File: config.mk
export PLATFORM = sky130hd
export DESIGN_NAME = uart_register_file_rx_fifo
export DESIGN_NICKNAME = d
export VERILOG_FILES = /design/src/design/urf_pkg.sv /design/src/design/urf_ram.sv /design/src/design/uart_register_file_rx_fifo.sv
export SDC_FILE = /design/constraint.sdc
export NUM_CORES = 2
export LEC_CHECK = 0
export ABC_AREA = 1
export BUFFER_PORTS_ARGS = -buffer_cell sky130_fd_sc_hd__buf_4
export CAP_MARGIN = 15
export CORE_ASPECT_RATIO = 0.9
export CORE_UTILIZATION = 40
export DETAILED_ROUTE_END_ITERATION = 8
export PLACE_DENSITY = 0.65
export SKIP_LAST_GASP = 1
export SYNTH_ARGS = -nofsm -noshare
export SYNTH_HDL_FRONTEND = slang
export SYNTH_SLANG_ARGS = --single-unit
File: constraint.sdc
create_clock -name aclk -period 10.7 [get_ports aclk]
set_input_delay 2.14 -clock aclk [delete_from_list [all_inputs] [get_ports aclk]]
set_output_delay 2.14 -clock aclk [all_outputs]
set_load 0.1 [all_outputs]
File: src/design/urf_pkg.sv
package urf_pkg;

    // One input item: a bus read, a bus write or a received character.
    typedef struct packed {
        logic [1:0]  opcode;
        logic [11:0] offset;
        logic [31:0] wdata;
        logic [7:0]  rx_char;
    } urf_in_t;

    // One result item.
    typedef struct packed {
        logic [31:0] rdata;
        logic        tx_valid;
        logic [7:0]  tx_char;
    } urf_out_t;

    // Item opcodes.
    localparam logic [1:0] OP_READ  = 2'd0;
    localparam logic [1:0] OP_WRITE = 2'd1;
    localparam logic [1:0] OP_RX    = 2'd2;

    // Byte offsets with side effects, mode-dependent decoding or a fixed read value.
    localparam logic [11:0] OFS_DATA = 12'h000;
    localparam logic [11:0] OFS_IER  = 12'h004;
    localparam logic [11:0] OFS_FCR  = 12'h008;
    localparam logic [11:0] OFS_SYSC = 12'h054;
    localparam logic [11:0] OFS_SYSS = 12'h058;

    // Word indexes of registers held apart or with a nonzero reset value.
    localparam logic [9:0] WORD_LCR  = 10'd3;
    localparam logic [9:0] WORD_LSR  = 10'd5;
    localparam logic [9:0] WORD_MDR1 = 10'd8;
    localparam logic [9:0] WORD_SYSS = 10'd22;

    // LSR bits.
    localparam logic [31:0] LSR_DR        = 32'h0000_0001;
    localparam logic [31:0] LSR_OE        = 32'h0000_0002;
    localparam logic [31:0] LSR_THRE_TEMT = 32'h0000_0060;

    // Fixed read values and control bit positions.
    localparam logic [31:0] IIR_VALUE      = 32'h0000_0001;
    localparam logic [31:0] SYSS_VALUE     = 32'h0000_0001;
    localparam logic [31:0] MDR1_RESET     = 32'h0000_0007;
    localparam logic [7:0]  LCR_CFG_B      = 8'hBF;
    localparam int          LCR_CFG_A_BIT  = 7;
    localparam int          FCR_RX_CLR_BIT = 1;
    localparam int          FCR_TX_CLR_BIT = 2;
    localparam int          SYSC_RESET_BIT = 1;

    // Register access modes selected by LCR.
    typedef enum logic [2:0] {
        MODE_OPER  = 3'b001,
        MODE_CFG_A = 3'b010,
        MODE_CFG_B = 3'b100
    } urf_mode_t;

    // Reset value of a register word.
    function automatic logic [31:0] word_reset_value(input logic [9:0] idx);
        logic [31:0] value;
        case (idx)
            WORD_LSR:  value = LSR_THRE_TEMT;
            WORD_MDR1: value = MDR1_RESET;
            WORD_SYSS: value = SYSS_VALUE;
            default:   value = '0;
        endcase
        return value;
    endfunction

endpackage

File: src/design/urf_ram.sv
module urf_ram #(
    parameter int WIDTH  = 8,
    parameter int DEPTH  = 64,
    parameter int ADDR_W = (DEPTH > 1) ? $clog2(DEPTH) : 1
) (
    input  logic              clk,
    input  logic              wr_en,
    input  logic [ADDR_W-1:0] wr_addr,
    input  logic [WIDTH-1:0]  wr_data,
    input  logic              rd_en,
    input  logic [ADDR_W-1:0] rd_addr,
    output logic [WIDTH-1:0]  rd_data
);

    logic [WIDTH-1:0] mem_reg [DEPTH];
    logic [WIDTH-1:0] rd_data_reg;

    // One write port and one registered read port; a read in the same
    // cycle as a write to the same address returns the old contents.
    always_ff @(posedge clk) begin
        if (wr_en) begin
            mem_reg[wr_addr] <= wr_data;
        end
        if (rd_en) begin
            rd_data_reg <= mem_reg[rd_addr];
        end
    end

    assign rd_data = rd_data_reg;

endmodule

File: src/design/uart_register_file_rx_fifo.sv
// UART register file with a receive FIFO. Each transfer on the s_ channel is
// a bus read, a bus write or a character received from the line, and it gives
// exactly one result transfer on the m_ channel. One item is taken per clock
// while s_ready is high. An item passes through an input register, one pass of
// decode logic and an output register, and its result is offered on m_valid
// from the output register until it transfers. The generic register words and
// the receive FIFO each sit in a RAM read when the item is accepted, with a
// forwarding register for a write that lands in between. After reset, and
// after a soft reset through SYSC, the register RAM is rewritten word by word
// with its reset values, during which s_ready is low. LCR and LSR live in
// flip-flops because reads, writes and received characters can all read or
// update them.
module uart_register_file_rx_fifo #(
    parameter int FIFO_DEPTH = 64,
    parameter int REG_WORDS  = 32
) (
    input  logic              aclk,
    input  logic              aresetn,
    input  logic              s_valid,
    output logic              s_ready,
    input  urf_pkg::urf_in_t  s_data,
    output logic              m_valid,
    input  logic              m_ready,
    output urf_pkg::urf_out_t m_data
);

    import urf_pkg::*;

    localparam int PTR_W  = $clog2(FIFO_DEPTH);
    localparam int FILL_W = $clog2(FIFO_DEPTH + 1);
    localparam int AW     = $clog2(REG_WORDS);

    // Pipeline registers and the decoded result.
    logic     in_valid_reg;
    urf_in_t  in_item_reg;
    logic     out_valid_reg;
    urf_out_t out_item_reg;
    urf_out_t result;

    // Register RAM clearing pass.
    logic          clr_busy_reg;
    logic [AW-1:0] clr_idx_reg;

    // Architectural state kept in flip-flops.
    logic [31:0]       lcr_reg, lcr_next;
    logic [31:0]       lsr_reg, lsr_next;
    logic [15:0]       div_reg, div_next;
    logic [PTR_W-1:0]  head_reg, head_next;
    logic [PTR_W-1:0]  tail_reg, tail_next;
    logic [FILL_W-1:0] fill_reg, fill_next;

    // Forwarding registers for reads that race a write.
    logic        wfwd_hit_reg;
    logic [31:0] wfwd_data_reg;
    logic        qfwd_hit_reg;
    logic [7:0]  qfwd_data_reg;

    // RAM ports.
    logic          word_we;
    logic [AW-1:0] word_waddr;
    logic [31:0]   word_wdata;
    logic [31:0]   word_q;
    logic [AW-1:0] word_raddr;
    logic          fifo_we;
    logic [7:0]    fifo_q;

    // Handshake and decode signals.
    logic        s_accept;
    logic        advance;
    logic        process;
    logic        soft_reset;
    logic        proc_we;
    logic [9:0]  word_idx;
    logic [9:0]  s_word;
    logic        in_range;
    logic [31:0] word_val;
    logic [31:0] stored_val;
    logic [7:0]  fifo_char;
    urf_mode_t   mode;
    logic [PTR_W-1:0] head_inc;
    logic [PTR_W-1:0] tail_inc;

    // Handshake: new items enter as held ones move on, unless a clear is due.
    assign advance  = !out_valid_reg || m_ready;
    assign process  = in_valid_reg && advance;
    assign s_ready  = !clr_busy_reg && (!in_valid_reg || (advance && !soft_reset));
    assign s_accept = s_valid && s_ready;
    assign m_valid  = out_valid_reg;
    assign m_data   = out_item_reg;

    // Field decode of the held item and of the incoming item.
    assign word_idx = in_item_reg.offset[11:2];
    assign s_word   = s_data.offset[11:2];
    assign in_range = {1'b0, word_idx} < 11'(REG_WORDS);
    assign word_val = wfwd_hit_reg ? wfwd_data_reg : word_q;
    assign fifo_char = qfwd_hit_reg ? qfwd_data_reg : fifo_q;

    always_comb begin
        if (word_idx == WORD_LCR) begin
            stored_val = lcr_reg;
        end else if (word_idx == WORD_LSR) begin
            stored_val = lsr_reg;
        end else begin
            stored_val = word_val;
        end
    end

    // Access mode from the low byte of LCR.
    always_comb begin
        if (lcr_reg[7:0] == LCR_CFG_B) begin
            mode = MODE_CFG_B;
        end else if (lcr_reg[LCR_CFG_A_BIT]) begin
            mode = MODE_CFG_A;
        end else begin
            mode = MODE_OPER;
        end
    end

    // Ring pointer increments.
    assign head_inc = (head_reg == PTR_W'(FIFO_DEPTH - 1)) ? '0 : head_reg + 1'b1;
    assign tail_inc = (tail_reg == PTR_W'(FIFO_DEPTH - 1)) ? '0 : tail_reg + 1'b1;

    // Main decode: state updates and the result of the held item.
    always_comb begin
        lcr_next   = lcr_reg;
        lsr_next   = lsr_reg;
        div_next   = div_reg;
        head_next  = head_reg;
        tail_next  = tail_reg;
        fill_next  = fill_reg;
        result     = '0;
        proc_we    = 1'b0;
        fifo_we    = 1'b0;
        soft_reset = 1'b0;
        if (process) begin
            case (in_item_reg.opcode)
                OP_READ: begin
                    case (in_item_reg.offset)
                        OFS_DATA: begin
                            if (mode == MODE_CFG_A) begin
                                result.rdata = {24'b0, div_reg[7:0]};
                            end else if (fill_reg != '0) begin
                                result.rdata = {24'b0, fifo_char};
                                tail_next    = tail_inc;
                                fill_next    = fill_reg - 1'b1;
                                if (fill_reg == FILL_W'(1)) begin
                                    lsr_next = lsr_reg & ~LSR_DR;
                                end
                            end
                        end
                        OFS_IER: begin
                            if (mode == MODE_CFG_A) begin
                                result.rdata = {24'b0, div_reg[15:8]};
                            end else begin
                                result.rdata = stored_val;
                            end
                        end
                        OFS_FCR: begin
                            result.rdata = (mode == MODE_CFG_B) ? stored_val : IIR_VALUE;
                        end
                        OFS_SYSS: begin
                            result.rdata = SYSS_VALUE;
                        end
                        default: begin
                            result.rdata = in_range ? stored_val : '0;
                        end
                    endcase
                end
                OP_WRITE: begin
                    case (in_item_reg.offset)
                        OFS_DATA: begin
                            if (mode == MODE_CFG_A) begin
                                div_next[7:0] = in_item_reg.wdata[7:0];
                            end else begin
                                result.tx_valid = 1'b1;
                                result.tx_char  = in_item_reg.wdata[7:0];
                                lsr_next        = lsr_reg | LSR_THRE_TEMT;
                            end
                        end
                        OFS_IER: begin
                            if (mode == MODE_CFG_A) begin
                                div_next[15:8] = in_item_reg.wdata[7:0];
                            end else begin
                                proc_we = 1'b1;
                            end
                        end
                        OFS_FCR: begin
                            if (mode == MODE_CFG_B) begin
                                proc_we = 1'b1;
                            end else begin
                                if (in_item_reg.wdata[FCR_RX_CLR_BIT]) begin
                                    head_next = '0;
                                    tail_next = '0;
                                    fill_next = '0;
                                    lsr_next  = lsr_next & ~LSR_DR;
                                end
                                if (in_item_reg.wdata[FCR_TX_CLR_BIT]) begin
                                    lsr_next = lsr_next | LSR_THRE_TEMT;
                                end
                            end
                        end
                        OFS_SYSC: begin
                            if (in_item_reg.wdata[SYSC_RESET_BIT]) begin
                                soft_reset = 1'b1;
                            end else begin
                                proc_we = 1'b1;
                            end
                        end
                        default: begin
                            if (in_range) begin
                                if (word_idx == WORD_LCR) begin
                                    lcr_next = in_item_reg.wdata;
                                end else if (word_idx == WORD_LSR) begin
                                    lsr_next = in_item_reg.wdata;
                                end else begin
                                    proc_we = 1'b1;
                                end
                            end
                        end
                    endcase
                end
                OP_RX: begin
                    if (fill_reg == FILL_W'(FIFO_DEPTH)) begin
                        lsr_next = lsr_reg | LSR_OE;
                    end else begin
                        fifo_we   = 1'b1;
                        head_next = head_inc;
                        fill_next = fill_reg + 1'b1;
                        lsr_next  = lsr_reg | LSR_DR;
                    end
                end
                default: begin
                end
            endcase
        end

        // A soft reset returns the flip-flop state to its reset values.
        if (soft_reset) begin
            lcr_next  = '0;
            lsr_next  = LSR_THRE_TEMT;
            div_next  = '0;
            head_next = '0;
            tail_next = '0;
            fill_next = '0;
        end
    end

    // Register RAM write port: the clearing pass or the held item.
    assign word_we    = clr_busy_reg || proc_we;
    assign word_waddr = clr_busy_reg ? clr_idx_reg : word_idx[AW-1:0];
    assign word_wdata = clr_busy_reg ? word_reset_value(10'(clr_idx_reg))
                                     : in_item_reg.wdata;
    assign word_raddr = s_word[AW-1:0];

    urf_ram #(
        .WIDTH (32),
        .DEPTH (REG_WORDS),
        .ADDR_W(AW)
    ) u_word_ram (
        .clk    (aclk),
        .wr_en  (word_we),
        .wr_addr(word_waddr),
        .wr_data(word_wdata),
        .rd_en  (s_accept),
        .rd_addr(word_raddr),
        .rd_data(word_q)
    );

    // Receive FIFO store, read at the tail the accepted item will see.
    urf_ram #(
        .WIDTH (8),
        .DEPTH (FIFO_DEPTH),
        .ADDR_W(PTR_W)
    ) u_fifo_ram (
        .clk    (aclk),
        .wr_en  (fifo_we),
        .wr_addr(head_reg),
        .wr_data(in_item_reg.rx_char),
        .rd_en  (s_accept),
        .rd_addr(tail_next),
        .rd_data(fifo_q)
    );

    // Control state.
    always_ff @(posedge aclk) begin
        if (!aresetn) begin
            in_valid_reg  <= 1'b0;
            out_valid_reg <= 1'b0;
            clr_busy_reg  <= 1'b1;
            clr_idx_reg   <= '0;
            lcr_reg       <= '0;
            lsr_reg       <= LSR_THRE_TEMT;
            div_reg       <= '0;
            head_reg      <= '0;
            tail_reg      <= '0;
            fill_reg      <= '0;
        end else begin
            if (s_accept) begin
                in_valid_reg <= 1'b1;
            end else if (process) begin
                in_valid_reg <= 1'b0;
            end
            if (process) begin
                out_valid_reg <= 1'b1;
            end else if (m_ready) begin
                out_valid_reg <= 1'b0;
            end
            if (soft_reset) begin
                clr_busy_reg <= 1'b1;
                clr_idx_reg  <= '0;
            end else if (clr_busy_reg) begin
                if (clr_idx_reg == AW'(REG_WORDS - 1)) begin
                    clr_busy_reg <= 1'b0;
                end else begin
                    clr_idx_reg <= clr_idx_reg + 1'b1;
                end
            end
            lcr_reg  <= lcr_next;
            lsr_reg  <= lsr_next;
            div_reg  <= div_next;
            head_reg <= head_next;
            tail_reg <= tail_next;
            fill_reg <= fill_next;
        end
    end

    // Payload and forwarding registers.
    always_ff @(posedge aclk) begin
        if (s_accept) begin
            in_item_reg   <= s_data;
            wfwd_hit_reg  <= word_we && (word_waddr == word_raddr);
            wfwd_data_reg <= word_wdata;
            qfwd_hit_reg  <= fifo_we && (head_reg == tail_next);
            qfwd_data_reg <= in_item_reg.rx_char;
        end
        if (process) begin
            out_item_reg <= result;
        end
    end

endmodule

==> out/metrics.yaml <==
cts:
  ctsResizeCount: 0
  hold_buffers: 0
  cts_tree: "done"
  cts_buffers: 179
  clock_latency_ns: 0.85
  cts_buffer_depth: 3
  cts_root_buf: "clkbuf_16"
  cts.sinks: 1820
  cts_setup_buffers: 0
  h-tree-depth: 4
  clkTransAtPathRegs_ns: 0.06
floorplanning:
  coreArea_sq_um: 186000
  dieWidth_um: 457
  std_cell_rows: 150
  initial_core_util_pct: 40.2
  die-area_sq_um: 188000
  die_y_um: 412
  pin_count: 101
detailed_routing:
  routed_wl_um: 216000
  drt_iter0_drc: 7130
  drc_errors: 2
  vias_per_cell: 5.81
  wl_per_cell_um: 24.8
  drt_first_pass_iters: 9
  postRouteAntennaNets: 0
  num_vias: 50669
worst_setup_path:
  critPathLaunchType: "primary input"
  cp.arrival_ns: 3.87
  r2r.worst_path.cells: 18
  end_kind: "output pin"
  required_ns: 8.56
  r2r-end: "u_fifo_ram.rd_data[6]"
  cp_num_buf_inv: 5
  reg2reg_slack_ns: 5.21
  crit_chain: "buf_4 -> inv_2 -> nand2_1 -> nand2_2 -> nor2_4 -> nand2_1 -> nor2_4 -> inv_1 -> nand3_1 -> inv_1 -> buf_4"
  cp_slowest_cell: "buf_4"
  r2r-start: "in_item_reg[53]"
  max_stage_delay_ns: 0.34
  critical-path-top-delay-family: "buffers and inverters"
  worstSetupPathType: "in2out"
  cp_max_fo: 7
logic_synthesis:
  synth_warnings: 0
  synth_edf_count: 1713
  syn_area_sq_um: 74600
  postSynthAreaPerCell_sq_um: 12.2
  seq_area_frac_synth_pct: 71.8
  synthCells: 6137
  syn-num-nets: 6210
  synth-main-ff-cell: "edfxtp_1"
  yosysTopAreaCellShare_pct: 68.9
  synth_common_cells: "1713 x edfxtp_1, 893 x nor2_1, 663 x o21ai_0"
  synth_area_leader_cell: "edfxtp_1"
  synth-seq-cells: 1820
  synthArstFlopShare_pct: 0
  synthMostInstantiatedCell: "edfxtp_1"
  ys_types: 49
  synth_area_leaders: "edfxtp_1 69%, nor2_1 4.5%, o21ai_0 4.4%"
power_and_ir_drop:
  power_density_nw_per_um2: 171
  p_int_w: 0.0112
  switching_share_pct: 21.5
  switching_power_w: 0.00308
  combPwrFrac_pct: 3.0
  ir_drop_mv: 0.189
  pwr-share-seq_pct: 54.1
  clock_power_share_pct: 42.9
  cellLeakagePower_nw: 27.3
worst_hold_path:
  min_path_cells: 2
  worstHoldEndpoint: "div_reg[15]"
  hp-start: "div_reg[15]"
  hp-class: "reg2reg"
timing:
  fin_crit_ns: 6.01
  min_period_over_period_pct: 56.2
  fmax_ghz: 0.166
  worst_pin_slew_ns: 1.38
  fin_worst_skew_ns: 0.0324
  finalSetupTns_ns: 0
  fin_ws_ns: 4.69
  hold_viol: 0
  rsz0062_at_grt: "no"
  final-setup-viol-count: 0
  slew_violations: 0
  relSlewSlack_pct: 7.88
place:
  place.gp.congestion: 0.909
  place_area_sq_um: 78000
  post-place-ws_ns: 3.98
  hpwl_um: 116000
  portBuffers: 100
grt:
  grt_overflow: 0
  antenna_found_initial: 6
  grt_max_degree: 195
  grt_pass1_vias: 47310
  grt_pass1_wl_um: 314000
  grt_use_total_pct: 22.4
flow_run:
  maxCapViolCount: 0
cells_and_area:
  area_growth_pct: 12.3
  drive_gt1_share_pct: 9.19
  largest_reg_flops: 1024
  nNetsFinal: 6202
  stdcell_area_sq_um: 83800
run_status:
  violations: "DRC"
  status: "finished with violations"
## worst max-delay path by stage
stage,from,end,cells after the start,slack (ns)
after detailed placement,m_ready,u_fifo_ram.rd_data[6],19,3.98
after global placement,m_ready,u_fifo_ram.rd_data[6],19,4.12
final,m_ready,s_ready,11,4.69
after CTS,m_ready,s_ready,11,4.69
after global routing,m_ready,u_fifo_ram.rd_data[6],19,4.36
after floorplan,m_ready,in_item_reg[0],11,3.94
## worst register-to-register path, stage by stage, from the launching register on
cell      delay (ns)
edfxtp_1        0.43
inv_1           0.13
ha_1            0.46
inv_1           0.27
nor2_4          0.25
inv_2           0.09
nand2_1         0.11
nand3_2         0.13
inv_2           0.14
nand2_8         0.43
nand2_8         0.84
buf_4           1.05
nand2_1         0.13
nand3_1         0.11
nand3_1         0.10
nand3_1         0.27
nand3_1         0.11
nand3_1         0.13
nand2_1         0.08
## layer usage
layer  GRT usage, %  share of wire, %  vias up
li1               -                 -    22269
met1           31.9                42    25208
met2           33.1                44     2781
met3           4.72                11      409
met4           9.56               4.1        2
met5              0            0.0032        -
## final cells by class
class / instances / area, sq um
timing repair buffer: 220 / 1810
multi-input combinational: 3468 / 18000
sequential: 1820 / 53600
tap: 2432 / 3040
inverter: 440 / 1670
fill: 16384 / 102000
clock inverter: 101 / 875
clock buffer: 230 / 4800
antenna: 4 / 10.0
## power groups by stage
stage                     Sequential [W]  Clock [W]  Combinational [W]
final                            0.00774    0.00613           0.000424
after global routing             0.00774    0.00644           0.000450
after CTS                        0.00774    0.00619           0.000416
after detailed placement         0.00789          0           0.000415
after global placement           0.00789          0           0.000408
after floorplan                  0.00789          0           0.000241
## cell families (layout without fill, tap and decap cells)
kind of cell	after synthesis	count (layout)	synth area share, %
muxes	4	4	0.0536
other	0	4	0
DFF	1820	1820	71.8
buffers and inverters	849	991	4.52
xor gates and xnor gates	13	13	0.153
and+or+nand+nor	2248	2248	13.6
AOI/OAI and AO/OA	1188	1188	9.68
adders and majority gates	15	15	0.251
## per-stage QoR
| step | std cells | power [W] | util (%) | hold slack, ns |
|---|---|---|---|---|
| 5_1_grt | 8712 | 0.0146 | 45.2 | 0.464 |
| 2_1_floorplan | 6137 | 0.00813 | - | 0.423 |
| 3_3_place_gp | 8370 | 0.00830 | 42.0 | 0.431 |
| 4_1_cts | 8702 | 0.0144 | 45.1 | 0.445 |
| 3_5_place_dp | 8371 | 0.00831 | 42.0 | 0.435 |
| 6_report | 8715 | 0.0143 | 45.2 | 0.447 |
## placed cells by master (no fill, tap or decap), drive strengths merged, types with 2 or more instances in the layout
| cell | count |
|---|---|
| nand3 | 663 |
| o21ai | 667 |
| ha | 15 |
| a221oi | 3 |
| nor3 | 18 |
| inv | 443 |
| o211ai | 7 |
| nand2 | 468 |
| o32ai | 3 |
| o311ai | 6 |
| nand3b | 180 |
| nand4 | 15 |
| a31oi | 37 |
| a211oi | 55 |
| dfxtp | 107 |
| xor2 | 12 |
| nor4 | 2 |
| diode | 4 |
| a32oi | 26 |
| clkinvlp | 6 |
| nor2 | 899 |
| mux2i | 4 |
| bufinv | 8 |
| o22ai | 69 |
| a21oi | 86 |
| buf | 219 |
| clkbuf | 231 |
| clkinv | 84 |
| and3 | 2 |
| a2111oi | 2 |
| o21a | 29 |
| o221ai | 195 |
| edfxtp | 1713 |
No activity file was read; power rests on OpenSTA's default activity.
